--- src/rtl/ilpg_pkg.sv ---
// Package for the indexed list block: request and status codes, widths,
// and the control struct broadcast to every storage cell.
// No dependencies.
`default_nettype none

package ilpg_pkg;

  localparam int CAPACITY_DEF = 64;
  localparam int DATA_W       = 32;
  localparam int IDX_W        = 8;
  localparam int CNT_OUT_W    = 7;
  localparam int REQ_W        = 2;
  localparam int STAT_W       = 2;

  localparam logic [REQ_W-1:0] REQ_APPEND = 2'd0;
  localparam logic [REQ_W-1:0] REQ_REMOVE = 2'd1;
  localparam logic [REQ_W-1:0] REQ_READ   = 2'd2;

  localparam logic [STAT_W-1:0] ST_OK   = 2'd0;
  localparam logic [STAT_W-1:0] ST_OOB  = 2'd1;
  localparam logic [STAT_W-1:0] ST_FULL = 2'd2;

  // Broadcast to all cells in the same cycle. Each cell compares pos with its
  // own place in the row.
  typedef struct packed {
    logic             append_en;
    logic             remove_en;
    logic             rd_load;
    logic             rd_shift;
    logic [IDX_W-1:0] pos;
  } cell_ctrl_t;

endpackage

`default_nettype wire

--- src/rtl/ilpg_cell.sv ---
// One storage cell of the list: holds one entry and one word of the read
// path; a remove or shift copies them from the next cell up. Depends on ilpg_pkg.
`default_nettype none

module ilpg_cell #(
  parameter int POS = 0
) (
  input  wire logic                               clk,
  input  wire ilpg_pkg::cell_ctrl_t               ctrl,
  input  wire logic signed [ilpg_pkg::DATA_W-1:0] value,
  input  wire logic signed [ilpg_pkg::DATA_W-1:0] up_data,
  input  wire logic signed [ilpg_pkg::DATA_W-1:0] up_pass,
  output logic signed [ilpg_pkg::DATA_W-1:0]      data,
  output logic signed [ilpg_pkg::DATA_W-1:0]      pass
);

  localparam logic [ilpg_pkg::IDX_W-1:0] MY_POS = ilpg_pkg::IDX_W'(POS);

  always_ff @(posedge clk) begin
    if (ctrl.append_en && ctrl.pos == MY_POS) begin
      data <= value;
    end else if (ctrl.remove_en && MY_POS >= ctrl.pos) begin
      // Every cell at or above the removed place takes its upper neighbor.
      data <= up_data;
    end
  end

  // The read path copies the whole row, then walks it down toward cell 0.
  always_ff @(posedge clk) begin
    if (ctrl.rd_load) begin
      pass <= data;
    end else if (ctrl.rd_shift) begin
      pass <= up_pass;
    end
  end

endmodule

`default_nettype wire

--- config.mk ---
export PLATFORM = sky130hd
export DESIGN_NAME = ilpg_cell
export DESIGN_NICKNAME = d
export VERILOG_FILES = /design/src/rtl/ilpg_pkg.sv /design/src/rtl/ilpg_cell.sv
export SDC_FILE = /design/constraint.sdc
export NUM_CORES = 1
export LEC_CHECK = 0
export BUFFER_PORTS_ARGS = -buffer_cell sky130_fd_sc_hd__buf_2
export CAP_MARGIN = 20
export CORE_MARGIN = 4
export CORE_UTILIZATION = 43
export DETAILED_ROUTE_END_ITERATION = 10
export PLACE_DENSITY = 0.77
export SYNTH_ARGS = -nofsm -noshare
export SYNTH_HDL_FRONTEND = slang
export SYNTH_SLANG_ARGS = --single-unit
--- constraint.sdc ---
create_clock -name clk -period 2.35 [get_ports clk]
set_input_delay 0.235 -clock clk [delete_from_list [all_inputs] [get_ports clk]]
set_output_delay 0.235 -clock clk [all_outputs]
set_load 0.01 [all_outputs]
==> impl_metrics.prom <==
# TYPE chip_impl_metric gauge
chip_impl_metric{name="netSwitchingPower",unit="mW"} 0.499
chip_impl_metric{name="die_y",unit="um"} 89.5
chip_impl_info{name="cell_by_cell_listing_of_the_critical_path",value="buf_2 -> nor4_2 -> nand3_2 -> buf_4 -> mux2_4"} 1
chip_impl_info{name="hold_class",value="primary input to flip-flop"} 1
chip_impl_info{name="rsz0062_at_grt",value="false"} 1
chip_impl_metric{name="initial_antenna_violation_count",unit=""} 0
chip_impl_metric{name="final-max-slew-violation-count",unit=""} 0
chip_impl_metric{name="cts_buffers",unit=""} 9
chip_impl_metric{name="htree_num_levels",unit=""} 3
chip_impl_metric{name="die_area",unit="mm^2"} 0.00802
chip_impl_metric{name="final_antenna_net_count",unit=""} 0
chip_impl_metric{name="power.static_leakage",unit="nW"} 1.85
chip_impl_metric{name="synth.cell_area",unit="mm^2"} 0.00286
chip_impl_metric{name="detail_route.iter0.violations",unit=""} 39
chip_impl_metric{name="netSwitchingFraction",unit=""} 0.205
chip_impl_metric{name="seq_power_share",unit=""} 0.539
chip_impl_metric{name="synth.ff_latch_count",unit=""} 64
chip_impl_metric{name="clk_path_buf_depth",unit=""} 2
chip_impl_metric{name="dp_area",unit="mm^2"} 0.00382
chip_impl_metric{name="crit_fanout",unit=""} 19
chip_impl_metric{name="final_min_period_over_clock_period",unit=""} 0.572
chip_impl_metric{name="num-fill-cells",unit=""} 499
chip_impl_info{name="critPathLaunch",value="ctrl[5]"} 1
chip_impl_metric{name="finalWirelength",unit="um"} 6590
chip_impl_metric{name="clock_sink_count",unit=""} 64
chip_impl_metric{name="power_report.internal_total",unit="mW"} 1.94
chip_impl_metric{name="detail_route.wl_per_cell",unit="um"} 16.3
chip_impl_metric{name="cts_setup_buffers",unit=""} 0
chip_impl_metric{name="final_cell_area",unit="mm^2"} 0.00400
chip_impl_metric{name="final_layout_size_suffix_gt1_frac",unit=""} 0.788
chip_impl_info{name="cp-endpoint",value="data[25]$_DFFE_PP_"} 1
chip_impl_metric{name="share_of_total_power_in_the_clock_network",unit=""} 0.351
chip_impl_metric{name="worstSetupPathDepth",unit=""} 5
chip_impl_metric{name="ir_drop",unit="V"} 0.000431
chip_impl_metric{name="power-per-cell-area",unit="mW/mm^2"} 610
chip_impl_metric{name="cap_violations",unit=""} 0
chip_impl_metric{name="ys_seq_area_frac",unit=""} 0.672
chip_impl_metric{name="cts-hold-fix-buffers",unit=""} 0
chip_impl_metric{name="multi_input_area",unit="um^2"} 885
chip_impl_metric{name="flow.area_growth_from_synthesis",unit="%"} 39.8
chip_impl_metric{name="insertion_delay",unit="ns"} 0.32
chip_impl_metric{name="combinational_share_of_power",unit=""} 0.109
chip_impl_metric{name="grt_overflow",unit=""} 0
chip_impl_metric{name="clkTransAtPathRegs",unit="ns"} 0.07
chip_impl_info{name="crit_path_end_kind",value="flip-flop"} 1
chip_impl_metric{name="count_of_nets_after_finishing",unit=""} 431
chip_impl_metric{name="r2r.worst_path.cells",unit=""} 1
chip_impl_metric{name="finClkSkew",unit="ns"} 0.00809
chip_impl_metric{name="worst_reg2reg_setup_slack",unit="ns"} 1.39
chip_impl_metric{name="synthArstFlopShare",unit=""} 0
chip_impl_info{name="critPathKind",value="primary input to flip-flop"} 1
chip_impl_metric{name="worstPathBufferInverterCount",unit=""} 2
chip_impl_info{name="root_buffer",value="sky130_fd_sc_hd__clkbuf_8"} 1
chip_impl_metric{name="via_count_of_the_first_global_routing_pass",unit=""} 2024
chip_impl_metric{name="gpl.final_weighted_congestion",unit=""} 0.767
chip_impl_metric{name="netlist.area_leader.share",unit=""} 0.672
chip_impl_metric{name="viasPerCell",unit=""} 4.79
chip_impl_metric{name="syn-num-nets",unit=""} 249
chip_impl_metric{name="grt_util_all_layers",unit=""} 0.163
chip_impl_metric{name="design.portCount",unit=""} 173
chip_impl_metric{name="remaining_drc_errors",unit=""} 0
chip_impl_metric{name="core_region_area",unit="mm^2"} 0.00639
chip_impl_metric{name="dp_hpwl",unit="um"} 5220
chip_impl_metric{name="synth_enable_flop_cells",unit=""} 64
chip_impl_metric{name="timing.final.crit_period",unit="ns"} 1.34
chip_impl_info{name="worstSetupStartpointType",value="primary input"} 1
chip_impl_metric{name="synthDistinctLibCells",unit=""} 10
chip_impl_metric{name="synth_cells",unit=""} 140
chip_impl_metric{name="arrival",unit="ns"} 1.41
chip_impl_info{name="netlist.top_cell.by_area",value="sky130_fd_sc_hd__edfxtp_1"} 1
chip_impl_info{name="outcome",value="completed"} 1
chip_impl_info{name="tritoncts",value="done"} 1
chip_impl_info{name="slowest_stage_cell_cp",value="sky130_fd_sc_hd__nor4_2"} 1
chip_impl_metric{name="initial_cell_density_of_the_core",unit=""} 0.448
chip_impl_metric{name="first_pass_grt_wire_length",unit="um"} 9430
chip_impl_metric{name="max_stage_delay",unit="ns"} 0.35
chip_impl_metric{name="die_x",unit="um"} 89.5
chip_impl_metric{name="io_buffers",unit=""} 172
chip_impl_info{name="critPathTopFamily",value="simple AND/OR/NAND/NOR gates"} 1
chip_impl_info{name="post_synth_most_frequent_cells",value="sky130_fd_sc_hd__edfxtp_1 (64), sky130_fd_sc_hd__mux2_2 (34), sky130_fd_sc_hd__mux2_4 (30)"} 1
chip_impl_metric{name="post_cts_resized",unit=""} 0
chip_impl_metric{name="grt_start_max_net_pins",unit=""} 33
chip_impl_metric{name="rows",unit=""} 29
chip_impl_metric{name="drtPass1Iterations",unit=""} 3
chip_impl_info{name="yosys.cell_count.top_type",value="sky130_fd_sc_hd__edfxtp_1"} 1
chip_impl_metric{name="worst-endpoint-required",unit="ns"} 2.42
chip_impl_info{name="rr_endpoint",value="pass[23]$_DFFE_PP_"} 1
chip_impl_info{name="post_synth_main_area_contributors",value="sky130_fd_sc_hd__edfxtp_1 (67%), sky130_fd_sc_hd__mux2_4 (16%), sky130_fd_sc_hd__mux2_2 (13%), sky130_fd_sc_hd__buf_6 (1.2%), sky130_fd_sc_hd__nor4_2 (0.88%)"} 1
chip_impl_metric{name="synthesis.yosys.warnings",unit=""} 0
chip_impl_info{name="synthFlopType",value="sky130_fd_sc_hd__edfxtp_1"} 1
chip_impl_metric{name="final.setup.tns",unit="ns"} 0
chip_impl_metric{name="antenna_cells",unit=""} 0
chip_impl_metric{name="sequential_cell_area",unit="mm^2"} 0.00192
chip_impl_info{name="reg2reg_from",value="data[23]$_DFFE_PP_"} 1
chip_impl_metric{name="worst_slew_margin_rel",unit=""} 0.722
chip_impl_metric{name="report.final.hold_viol_count",unit=""} 0
chip_impl_metric{name="avgSynthCellArea",unit="um^2"} 20.4
chip_impl_metric{name="worst_pin_slew",unit="ns"} 0.418
chip_impl_metric{name="fmaxAchievable",unit="MHz"} 745
chip_impl_metric{name="overall_via_count_from_detail_route",unit=""} 1931
chip_impl_metric{name="report.final.setup_viol",unit=""} 0
how the worst min path moves through the flow:
stage	cells past startpoint	to	slack, ns	start
detailed placement	2	data[15]$_DFFE_PP_	0.54	up_data[15]
finish	2	data[15]$_DFFE_PP_	0.21	value[15]
floorplan	1	data[10]$_DFFE_PP_	0.45	up_data[10]
global route	2	data[15]$_DFFE_PP_	0.18	value[15]
global placement	2	data[6]$_DFFE_PP_	0.53	up_data[6]
CTS	2	data[15]$_DFFE_PP_	0.19	up_data[15]
flip-flops by register name, summed over array words and instances (netlist names):
name  flops
data     32
pass     32
stage by stage:
step                std cells  setup WS (ns)  hold slack, ns   util  power (mW)
floorplan                 140          0.621           0.452      -        1.46
global placement          388          0.713           0.534  0.598        1.60
detailed placement        388          0.676           0.538  0.598        1.61
CTS                       403           1.01           0.188  0.626        2.47
global route              403          0.983           0.183  0.626        2.54
finish                    403           1.01           0.208  0.626        2.44
layout by cell type (no fill, tap or decap):
cell                         instances
sky130_fd_sc_hd__buf_2             172
sky130_fd_sc_hd__edfxtp_1           64
sky130_fd_sc_hd__mux2_2             34
sky130_fd_sc_hd__mux2_4             30
sky130_fd_sc_hd__clkbuf_8            9
sky130_fd_sc_hd__buf_4               5
sky130_fd_sc_hd__clkinv_1            3
sky130_fd_sc_hd__nor4_2              2
sky130_fd_sc_hd__nand3_2             1
sky130_fd_sc_hd__o211a_1             1
sky130_fd_sc_hd__or2_2               1
sky130_fd_sc_hd__clkinvlp_4          1
sky130_fd_sc_hd__bufinv_16           1
sky130_fd_sc_hd__clkbuf_1            1
sky130_fd_sc_hd__buf_12              1
cell families (layout without fill, tap and decap cells):
family,Yosys count,in the layout,synth area share
buf+inv,7,193,0.0184
compound gates,1,1,0.00350
mux,64,64,0.291
simple gates,4,4,0.0144
flops,64,64,0.672
power by group through the flow:
stage               Sequential, mW  Clock, mW  Combinational [mW]
global placement              1.34          0               0.265
detailed placement            1.34          0               0.270
finish                        1.31      0.857               0.267
floorplan                     1.36          0              0.0946
CTS                           1.32      0.883               0.271
global route                  1.32      0.935               0.291
area by class of cell:
class	count	share of cell area
clock buffer	10	0.0319
sequential	64	0.481
timing repair buffer	178	0.230
tap	77	0.0241
clock inverter	5	0.0122
multi-input combinational	69	0.221
metal layers:
layer  part of all wire  vias up  wire length, um  global-route usage
met2               0.53       96             3490               0.282
met5                  0        -                0                   0
met4              0.010        0               68              0.0731
li1                   -      917                -                   -
met3               0.10        7              672              0.0599
met1               0.36      911             2360               0.177
No activity file was read; power rests on OpenSTA's default activity.
